===== config.mk =====
export PLATFORM = sky130hd
export DESIGN_NAME = one_wire_slave_bit_engine_unit
export DESIGN_NICKNAME = d
export VERILOG_FILES = /design/src/sv/owbe_pkg.sv /design/src/sv/one_wire_slave_bit_engine_unit.sv
export SDC_FILE = /design/constraint.sdc
export NUM_CORES = 1
export LEC_CHECK = 0
export BUFFER_PORTS_ARGS = -buffer_cell sky130_fd_sc_hd__buf_2
export CORE_ASPECT_RATIO = 0.8
export CORE_MARGIN = 4
export CORE_UTILIZATION = 50
export CTS_BUF_LIST = sky130_fd_sc_hd__clkbuf_4 sky130_fd_sc_hd__clkbuf_8
export CTS_CLUSTER_SIZE = 25
export DETAILED_ROUTE_END_ITERATION = 7
export PLACE_DENSITY = 0.72
export SLEW_MARGIN = 20
export SYNTH_ARGS = -nofsm -noshare
export SYNTH_HDL_FRONTEND = slang
export SYNTH_SLANG_ARGS = --single-unit

===== constraint.sdc =====
create_clock -name clk -period 7.7 [get_ports clk]
set_input_delay 0.385 -clock clk [delete_from_list [all_inputs] [get_ports clk]]
set_output_delay 0.385 -clock clk [all_outputs]
set_load 0.005 [all_outputs]

===== src/sv/owbe_pkg.sv =====
package owbe_pkg;

    localparam int ROM_BITS = 64;
    localparam int ID_BITS  = 56;
    localparam int ID_BYTES = ID_BITS / 8;
    localparam int TXW      = $clog2(ROM_BITS);
    localparam int US_W     = 12;

    localparam logic [7:0] CRC_POLY = 8'h8C;

    // Command bytes
    localparam logic [7:0] CMD_SEARCH_ROM = 8'hF0;
    localparam logic [7:0] CMD_READ_ROM   = 8'h33;
    localparam logic [7:0] CMD_ALARM      = 8'hEC;
    localparam logic [7:0] CMD_MATCH_ROM  = 8'h55;
    localparam logic [7:0] CMD_SKIP_ROM   = 8'hCC;
    localparam logic [7:0] CMD_RESUME     = 8'hA5;

    // Bus actions
    localparam logic [1:0] ACT_NONE     = 2'd0;
    localparam logic [1:0] ACT_RELEASE  = 2'd1;
    localparam logic [1:0] ACT_LOW      = 2'd2;
    localparam logic [1:0] ACT_PRESENCE = 2'd3;

    // Event kinds
    localparam logic [1:0] EV_NONE  = 2'd0;
    localparam logic [1:0] EV_RESET = 2'd1;
    localparam logic [1:0] EV_BYTE  = 2'd2;

    // Register indexes (byte address 8*i)
    localparam logic [2:0] REG_ROM_ID        = 3'd0;
    localparam logic [2:0] REG_RESET_MIN     = 3'd1;
    localparam logic [2:0] REG_BIT_MAX       = 3'd2;
    localparam logic [2:0] REG_SAMPLE        = 3'd3;
    localparam logic [2:0] REG_PRESENCE_WAIT = 3'd4;
    localparam logic [2:0] REG_PRESENCE_LEN  = 3'd5;
    localparam logic [2:0] REG_SEND_BIT      = 3'd6;

    typedef struct packed {
        logic [1:0]      bus_action;
        logic [US_W-1:0] start_delay_us;
        logic [US_W-1:0] low_len_us;
        logic [1:0]      event_kind;
        logic [7:0]      event_byte;
    } result_t;

    // Reflected CRC-8 over one data byte, LSB first
    function automatic logic [7:0] crc8_byte(input logic [7:0] crc_in, input logic [7:0] data);
        logic [7:0] crc;
        logic       mix;
        crc = crc_in;
        for (int i = 0; i < 8; i++) begin
            mix = crc[0] ^ data[i];
            crc = crc >> 1;
            if (mix)
            begin
                crc = crc ^ CRC_POLY;
            end
        end
        return crc;
    endfunction

endpackage


===== src/sv/one_wire_slave_bit_engine_unit.sv =====
// 1-Wire slave bit engine with Read ROM and Search ROM.
// Input channel (in_valid/in_ready, pulse_us): one measured low pulse per item.
// Output channel (out_valid/out_ready): exactly one result item per input item,
// telling the bus driver what to do (release, drive low, presence) and
// reporting bus resets and unrecognized command bytes.
// The result register loads at the edge that accepts the item. Throughput is
// one item per cycle while the CRC unit is idle and the receiver keeps up; the
// result register frees its slot in the same cycle it is taken, so, CRC idle,
// in_ready follows out_ready while a result is pending, else stays high.
// A receiver stall holds the result and blocks the input only once the
// result register is full.
// Writing rom_id starts the CRC unit, which folds one id byte per cycle;
// in_ready is low while the CRC unit is busy so no ROM bit is read before the CRC
// byte is ready.
// Reset (rst_n low) restores default timing values, clears rom_id and the
// CRC, empties the result register and puts the engine in wait-for-reset
// mode. Registers sit on an APB-style port, 64-bit data, at byte address 8*i.
module one_wire_slave_bit_engine_unit (
    input  logic        clk,
    input  logic        rst_n,
    input  logic        in_valid,
    output logic        in_ready,
    input  logic [11:0] pulse_us,
    output logic        out_valid,
    input  logic        out_ready,
    output logic [1:0]  bus_action,
    output logic [11:0] start_delay_us,
    output logic [11:0] low_len_us,
    output logic [1:0]  event_kind,
    output logic [7:0]  event_byte,
    input  logic        psel,
    input  logic        penable,
    input  logic        pwrite,
    input  logic [5:0]  paddr,
    input  logic [63:0] pwdata,
    output logic [63:0] prdata,
    output logic        pready
);

    localparam logic [2:0] MODE_WAIT_RESET = 3'd0;
    localparam logic [2:0] MODE_WAIT_CMD   = 3'd1;
    localparam logic [2:0] MODE_SRCH_SEND  = 3'd2;
    localparam logic [2:0] MODE_SRCH_COMP  = 3'd3;
    localparam logic [2:0] MODE_SRCH_CHECK = 3'd4;
    localparam logic [2:0] MODE_READ_ROM   = 3'd5;

    localparam int US_W  = owbe_pkg::US_W;
    localparam int TXW   = owbe_pkg::TXW;
    localparam int ROM_W = owbe_pkg::ID_BITS + 8;

    // Configuration registers
    logic [owbe_pkg::ID_BITS-1:0] rom_id_reg;
    logic [US_W-1:0] reset_min_reg;
    logic [US_W-1:0] bit_max_reg;
    logic [US_W-1:0] sample_reg;
    logic [US_W-1:0] presence_wait_reg;
    logic [US_W-1:0] presence_len_reg;
    logic [US_W-1:0] send_bit_reg;

    logic       cfg_wr;
    logic [2:0] cfg_idx;

    // CRC unit
    logic [7:0] crc_reg;
    logic       crc_busy_reg;
    logic [2:0] crc_byte_reg;
    logic [7:0] crc_data;

    // Engine state
    logic [2:0]     mode_reg, mode_next;
    logic [7:0]     rx_byte_reg, rx_byte_next;
    logic [3:0]     rx_cnt_reg, rx_cnt_next;
    logic [TXW-1:0] tx_idx_reg, tx_idx_next;
    logic           last_bit_reg, last_bit_next;

    owbe_pkg::result_t res_next;
    owbe_pkg::result_t res_reg;
    logic              out_valid_reg;

    logic                     in_fire;
    logic                     pulse_bit;
    logic [ROM_W-1:0]         rom_full;
    logic                     rom_bit;
    logic [TXW:0]             tx_sum;
    logic                     tx_done;
    logic [7:0]               cmd_byte;

    assign pready  = 1'b1;
    assign cfg_wr  = psel && penable && pwrite;
    assign cfg_idx = paddr[5:3];

    always_comb
    begin
        unique case (cfg_idx)
            owbe_pkg::REG_ROM_ID:        prdata = 64'(rom_id_reg);
            owbe_pkg::REG_RESET_MIN:     prdata = 64'(reset_min_reg);
            owbe_pkg::REG_BIT_MAX:       prdata = 64'(bit_max_reg);
            owbe_pkg::REG_SAMPLE:        prdata = 64'(sample_reg);
            owbe_pkg::REG_PRESENCE_WAIT: prdata = 64'(presence_wait_reg);
            owbe_pkg::REG_PRESENCE_LEN:  prdata = 64'(presence_len_reg);
            owbe_pkg::REG_SEND_BIT:      prdata = 64'(send_bit_reg);
            default:                     prdata = '0;
        endcase
    end

    always_ff @(posedge clk or negedge rst_n)
    begin
        if (!rst_n)
        begin
            rom_id_reg        <= '0;
            reset_min_reg     <= US_W'(400);
            bit_max_reg       <= US_W'(100);
            sample_reg        <= US_W'(25);
            presence_wait_reg <= US_W'(30);
            presence_len_reg  <= US_W'(150);
            send_bit_reg      <= US_W'(35);
        end
        else if (cfg_wr)
        begin
            unique case (cfg_idx)
                owbe_pkg::REG_ROM_ID:        rom_id_reg <= pwdata[owbe_pkg::ID_BITS-1:0];
                owbe_pkg::REG_RESET_MIN:     reset_min_reg <= pwdata[US_W-1:0];
                owbe_pkg::REG_BIT_MAX:       bit_max_reg <= pwdata[US_W-1:0];
                owbe_pkg::REG_SAMPLE:        sample_reg <= pwdata[US_W-1:0];
                owbe_pkg::REG_PRESENCE_WAIT: presence_wait_reg <= pwdata[US_W-1:0];
                owbe_pkg::REG_PRESENCE_LEN:  presence_len_reg <= pwdata[US_W-1:0];
                owbe_pkg::REG_SEND_BIT:      send_bit_reg <= pwdata[US_W-1:0];
                default:                     ;
            endcase
        end
    end

    // Fold one id byte into the CRC per cycle after each rom_id write
    assign crc_data = 8'(rom_id_reg >> {crc_byte_reg, 3'b000});

    always_ff @(posedge clk or negedge rst_n)
    begin
        if (!rst_n)
        begin
            crc_reg      <= '0;
            crc_busy_reg <= 1'b0;
            crc_byte_reg <= '0;
        end
        else if (cfg_wr && cfg_idx == owbe_pkg::REG_ROM_ID)
        begin
            crc_reg      <= '0;
            crc_busy_reg <= 1'b1;
            crc_byte_reg <= '0;
        end
        else if (crc_busy_reg)
        begin
            crc_reg      <= owbe_pkg::crc8_byte(crc_reg, crc_data);
            crc_byte_reg <= crc_byte_reg + 3'd1;
            if (crc_byte_reg == 3'(owbe_pkg::ID_BYTES - 1))
            begin
                crc_busy_reg <= 1'b0;
            end
        end
    end

    assign in_ready = !crc_busy_reg && (!out_valid_reg || out_ready);
    assign in_fire  = in_valid && in_ready;

    assign rom_full  = {crc_reg, rom_id_reg};
    assign rom_bit   = rom_full[tx_idx_reg];
    assign tx_sum    = {1'b0, tx_idx_reg} + (TXW+1)'(1);
    assign tx_done   = tx_sum >= (TXW+1)'(owbe_pkg::ROM_BITS);
    assign pulse_bit = pulse_us < sample_reg;
    assign cmd_byte  = rx_byte_reg | (8'(pulse_bit) << rx_cnt_reg[2:0]);

    always_comb
    begin
        res_next      = '0;
        mode_next     = mode_reg;
        rx_byte_next  = rx_byte_reg;
        rx_cnt_next   = rx_cnt_reg;
        tx_idx_next   = tx_idx_reg;
        last_bit_next = last_bit_reg;

        priority if (pulse_us == '0)
        begin
            // ignored
        end
        else if (pulse_us > reset_min_reg)
        begin
            res_next.bus_action     = owbe_pkg::ACT_PRESENCE;
            res_next.start_delay_us = presence_wait_reg;
            res_next.low_len_us     = presence_len_reg;
            res_next.event_kind     = owbe_pkg::EV_RESET;
            rx_byte_next            = '0;
            rx_cnt_next             = '0;
            mode_next               = MODE_WAIT_CMD;
        end
        else if (pulse_us > bit_max_reg)
        begin
            // ignored as a bad slot
        end
        else
        begin
            unique case (mode_reg)
                MODE_WAIT_CMD:
                begin
                    if (rx_cnt_reg == 4'd7)
                    begin
                        rx_byte_next = '0;
                        rx_cnt_next  = '0;
                        unique case (cmd_byte)
                            owbe_pkg::CMD_SEARCH_ROM:
                            begin
                                mode_next     = MODE_SRCH_SEND;
                                tx_idx_next   = '0;
                                last_bit_next = 1'b0;
                            end
                            owbe_pkg::CMD_READ_ROM:
                            begin
                                mode_next     = MODE_READ_ROM;
                                tx_idx_next   = '0;
                                last_bit_next = 1'b0;
                            end
                            owbe_pkg::CMD_ALARM, owbe_pkg::CMD_MATCH_ROM,
                            owbe_pkg::CMD_SKIP_ROM, owbe_pkg::CMD_RESUME:
                            begin
                                // dropped silently
                            end
                            default:
                            begin
                                res_next.event_kind = owbe_pkg::EV_BYTE;
                                res_next.event_byte = cmd_byte;
                            end
                        endcase
                    end
                    else
                    begin
                        rx_byte_next = cmd_byte;
                        rx_cnt_next  = rx_cnt_reg + 4'd1;
                    end
                end
                MODE_READ_ROM:
                begin
                    if (pulse_bit)
                    begin
                        last_bit_next = rom_bit;
                        if (rom_bit)
                        begin
                            res_next.bus_action = owbe_pkg::ACT_RELEASE;
                        end
                        else
                        begin
                            res_next.bus_action = owbe_pkg::ACT_LOW;
                            res_next.low_len_us = send_bit_reg;
                        end
                        if (tx_done)
                        begin
                            tx_idx_next = '0;
                            mode_next   = MODE_WAIT_CMD;
                        end
                        else
                        begin
                            tx_idx_next = tx_sum[TXW-1:0];
                        end
                    end
                end
                MODE_SRCH_SEND:
                begin
                    if (pulse_bit)
                    begin
                        last_bit_next = rom_bit;
                        mode_next     = MODE_SRCH_COMP;
                        if (rom_bit)
                        begin
                            res_next.bus_action = owbe_pkg::ACT_RELEASE;
                        end
                        else
                        begin
                            res_next.bus_action = owbe_pkg::ACT_LOW;
                            res_next.low_len_us = send_bit_reg;
                        end
                    end
                end
                MODE_SRCH_COMP:
                begin
                    mode_next = MODE_SRCH_CHECK;
                    // send the complement of the last bit
                    if (!last_bit_reg)
                    begin
                        res_next.bus_action = owbe_pkg::ACT_RELEASE;
                    end
                    else
                    begin
                        res_next.bus_action = owbe_pkg::ACT_LOW;
                        res_next.low_len_us = send_bit_reg;
                    end
                end
                MODE_SRCH_CHECK:
                begin
                    if (pulse_bit != last_bit_reg)
                    begin
                        mode_next = MODE_WAIT_RESET;
                    end
                    else if (tx_done)
                    begin
                        tx_idx_next = '0;
                        mode_next   = MODE_WAIT_CMD;
                    end
                    else
                    begin
                        tx_idx_next = tx_sum[TXW-1:0];
                        mode_next   = MODE_SRCH_SEND;
                    end
                end
                default:
                begin
                    // wait for reset: drop bits
                end
            endcase
        end
    end

    always_ff @(posedge clk or negedge rst_n)
    begin
        if (!rst_n)
        begin
            mode_reg      <= MODE_WAIT_RESET;
            rx_byte_reg   <= '0;
            rx_cnt_reg    <= '0;
            tx_idx_reg    <= '0;
            last_bit_reg  <= 1'b0;
            out_valid_reg <= 1'b0;
        end
        else
        begin
            if (in_fire)
            begin
                mode_reg      <= mode_next;
                rx_byte_reg   <= rx_byte_next;
                rx_cnt_reg    <= rx_cnt_next;
                tx_idx_reg    <= tx_idx_next;
                last_bit_reg  <= last_bit_next;
                out_valid_reg <= 1'b1;
            end
            else if (out_ready)
            begin
                out_valid_reg <= 1'b0;
            end
        end
    end

    always_ff @(posedge clk)
    begin
        if (in_fire)
        begin
            res_reg <= res_next;
        end
    end

    assign out_valid      = out_valid_reg;
    assign bus_action     = res_reg.bus_action;
    assign start_delay_us = res_reg.start_delay_us;
    assign low_len_us     = res_reg.low_len_us;
    assign event_kind     = res_reg.event_kind;
    assign event_byte     = res_reg.event_byte;

    a_no_item_during_crc: assert property (@(posedge clk) disable iff (!rst_n)
        crc_busy_reg |-> !in_ready)
        else $error("item accepted while CRC unit busy");

    a_rom_write_starts_crc: assert property (@(posedge clk) disable iff (!rst_n)
        (cfg_wr && cfg_idx == owbe_pkg::REG_ROM_ID) |=> crc_busy_reg && crc_byte_reg == 3'd0)
        else $error("rom_id write did not restart CRC unit");

    a_presence_with_reset: assert property (@(posedge clk) disable iff (!rst_n)
        (out_valid_reg && res_reg.bus_action == owbe_pkg::ACT_PRESENCE)
            |-> res_reg.event_kind == owbe_pkg::EV_RESET)
        else $error("presence pulse without reset event");

    a_byte_event_quiet_bus: assert property (@(posedge clk) disable iff (!rst_n)
        (out_valid_reg && res_reg.event_kind == owbe_pkg::EV_BYTE)
            |-> res_reg.bus_action == owbe_pkg::ACT_NONE)
        else $error("byte event combined with bus action");

    a_fire_fills_output: assert property (@(posedge clk) disable iff (!rst_n)
        in_fire |=> out_valid_reg)
        else $error("accepted item produced no result");

endmodule


==> impl_metrics.csv <==
group,metric,value,unit
clock_network,clockRootBuffer,"clkbuf_8",
synthesis,syn_area_per_cell,10.9,um^2
cells_and_area,drive_gt1_share,31.7,%
hold_path,hp-class,"primary input to asynchronous set/reset pin",
synthesis,synth-seq-area-share,45.0,%
clock_network,cts_sinks,199,
clock_network,clk_pin_slew,0.09,ns
power_and_ir_drop,p_leak,5.82,nW
drt,remaining_drc_errors,0,
timing,worst_pin_slew,1.03,ns
global_route,grtUsageTotal,24.7,%
power_and_ir_drop,power_density,303,nW/um^2
timing,whs,-0.0166,ns
timing,finClkSkew,0.0166,ns
cells_and_area,antenna-diode-count,0,
worst_setup_path,cp_num_buf_inv,0,
timing,rsz0062_at_grt,"false",
timing,period_needed,3.79,ns
global_route,first_global_vias,8548,
timing,fin_tns_setup,0,ns
power_and_ir_drop,seq_power_share,41.7,%
worst_setup_path,cp_max_fo,14,
timing,setup_viol,0,
synthesis,ys_types,79,
clock_network,clock_path_buffers,2,
outcome,violations,"hold timing",
global_route,grt_overflow,0,
timing,finalHoldViolations,11,
synthesis,synthesis.area,11500,um^2
timing,finalWorstSetupSlack,3.91,ns
worst_setup_path,max_stage_delay,0.90,ns
synthesis,synth_compound_area_share,12.4,%
floorplan,core-area,22600,um^2
cells_and_area,largest_reg_flops,56,
clock_network,cts_resized,0,
clock_network,cts_made_buffers,17,
placement,dp_hpwl,23000,um
drt,via_per_inst,5.98,
timing,finalCritPeriodShare,49.3,%
synthesis,yosys.area_share.adder,4.24,%
worst_setup_path,crit_type,"flip-flop to flip-flop",
floorplan,die_area,25500,um^2
synthesis,synth_largest_area_cell,"dfrtp_1",
timing,slew_headroom,31.3,%
synthesis,async_flop_share,81.9,%
worst_setup_path,critical_path_required,8.03,ns
synthesis,ys_warn_count,0,
synthesis,synthMuxAreaShare,19.0,%
cells_and_area,final_cell_mix,"buf_2 (170), dfrtp_1 (143), mux2_2 (98), nand2_1 (83), nor2_1 (66)",
power_and_ir_drop,p_int,2.41,mW
cells_and_area,stdcell_area,13000,um^2
cells_and_area,final_common_cell,"buf_2",
worst_setup_path,cp_slowest_cell,"a211oi_2",
clock_network,cts_tree,"built",
timing,clock.fmax,0.264,GHz
synthesis,yosys.area_share.simple,12.9,%
run,drv_cap,0,
cells_and_area,syn2layout_area_growth,12.7,%
worst_setup_path,start_kind,"flip-flop",
floorplan,dieWidth,178,um
placement,dpl_worst_slack,3.86,ns
drt,routed_wl,31500,um
clock_network,cts_hold_buf,0,
cells_and_area,final_util,57.5,%
drt,vias,9051,
worst_setup_path,ff2ff_setup_slack,3.91,ns
cells_and_area,final_cells,1513,
placement,placedInstanceArea,12600,um^2
power_and_ir_drop,comb_power_share,40.2,%
floorplan,ios,192,
synthesis,synthTopCellsByArea,"dfrtp_1 (31%), mux2_2 (9.6%), edfxtp_1 (9.4%)",
synthesis,ys_seq_elements,199,
timing,report.final.slew_viol_count,0,
synthesis,synth_xor_area_share,2.00,%
power_and_ir_drop,total_power,3.93,mW
drt,detail_route.wl_per_cell,20.8,um
global_route,grt_pass1_wl,48800,um
worst_setup_path,worstPathCellList,"nand2b_1, o221ai_1, o22ai_1, a2111oi_0, nor4_2, nand4_1, a211oi_2, a22o_1",
worst_setup_path,endpoint_kind,"flip-flop",
global_route,antenna_found_initial,0,
floorplan,initial_utilization,51.0,%
clock_network,clock_latency,0.49,ns
floorplan,die_h,144,um
worst_setup_path,cp.arrival,4.12,ns
power_and_ir_drop,ir_drop,0.000150,V
synthesis,synth_top_family_by_area,"multiplexers",
worst_setup_path,crit_family,"compound AO/OA/AOI/OAI gates",
drt,drt_iter0_drc,869,
synthesis,synth_enable_flop_cells,36,
floorplan,rows,49,
global_route,grt_max_degree,101,
outcome,outcome,"finished with violations",
synthesis,synth_cells,1055,
placement,portBuffers,171,
power_and_ir_drop,p_sw_share,38.7,%
drt,drtPass1Iterations,6,
power_and_ir_drop,switchingPower,1.52,mW
placement,place_inst,1481,
power_and_ir_drop,clockPowerShare,18.1,%
cells_and_area,nets,1322,
clock_network,cts_setup_buffers,0,
placement,gp_congestion,0.914,
synthesis,ys.flop_type,"dfrtp_1",
drt,drtAntennaViolNets,0,
synthesis,synth_top_area_share,31.1,%
clock_network,htreeDepth,4,
-- power groups by stage --
stage	registers [mW]	clock network [mW]	logic, mW
3_5_place_dp	1.65	0	1.57
3_3_place_gp	1.64	0	1.53
6_report	1.64	0.712	1.58
5_1_grt	1.68	0.772	1.74
2_1_floorplan	1.50	0	1.27
4_1_cts	1.63	0.725	1.57
-- path summary, 6_finish.rpt --
| check | from | endpoint | cells after the start |
|---|---|---|---|
| worst max-delay path | tx_idx_reg[1] | low_len_us[2] | 8 |
| worst min-delay path | rst_n | mode_reg[1] | 1 |
| worst max register to register | tx_idx_reg[1] | low_len_us[2] | 8 |
| worst min register to register | rx_cnt_reg[3] | rx_cnt_reg[3] | 1 |
| max in group asynchronous | rst_n | presence_len_reg[9] | 2 |
| min in group clk | pwdata[50] | rom_id_reg[50] | 2 |
-- logic make-up after synthesis --
| kind of cell | count (synthesis) |
|---|---|
| buf+inv | 118 |
| xor+xnor | 22 |
| simple gates | 293 |
| flops | 199 |
| fa+ha+maj | 39 |
| mux | 176 |
| other cells | 2 |
| compound gates | 206 |
-- metal layers --
| metal | routed length, um | track usage (%) |
|---|---|---|
| met1 | 14800 | 38.4 |
| met2 | 13300 | 33.9 |
| met3 | 2760 | 7.08 |
| met4 | 602 | 6.10 |
| met5 | 0 | 0 |
-- cells in the mapped netlist (4+ instances only) --
cell,number
dfrtp_1,143
mux2_2,98
nand2_1,83
nor2_1,66
o21ai_0,61
mux2i_1,53
inv_1,49
and2_1,47
clkbuf_1,44
ha_1,39
edfxtp_1,36
a21oi_1,28
mux4_2,24
dfstp_2,20
and3_1,19
a22o_1,15
nand3_1,13
buf_4,12
xnor2_1,12
a31oi_1,10
nor3_1,10
nand2b_1,9
nand4_1,9
nor2b_1,9
o221ai_1,9
o22ai_1,8
a211oi_1,7
a21o_1,7
o21a_1,7
xor2_1,7
buf_2,6
nor4_1,6
o2bb2ai_1,6
a31o_2,5
a41oi_1,5
buf_1,5
a2111oi_0,4
a211o_1,4
or2_2,4
-- final cells by class --
cell class	instances	area, um^2
clock buffers	18	248
clock inverters	14	163
fillers	1982	9580
inverters	49	184
multi-input cells	745	5870
flip-flops and latches	199	5180
well taps	306	383
repair buffers	182	945
Power figures use the tool's default switching activity.
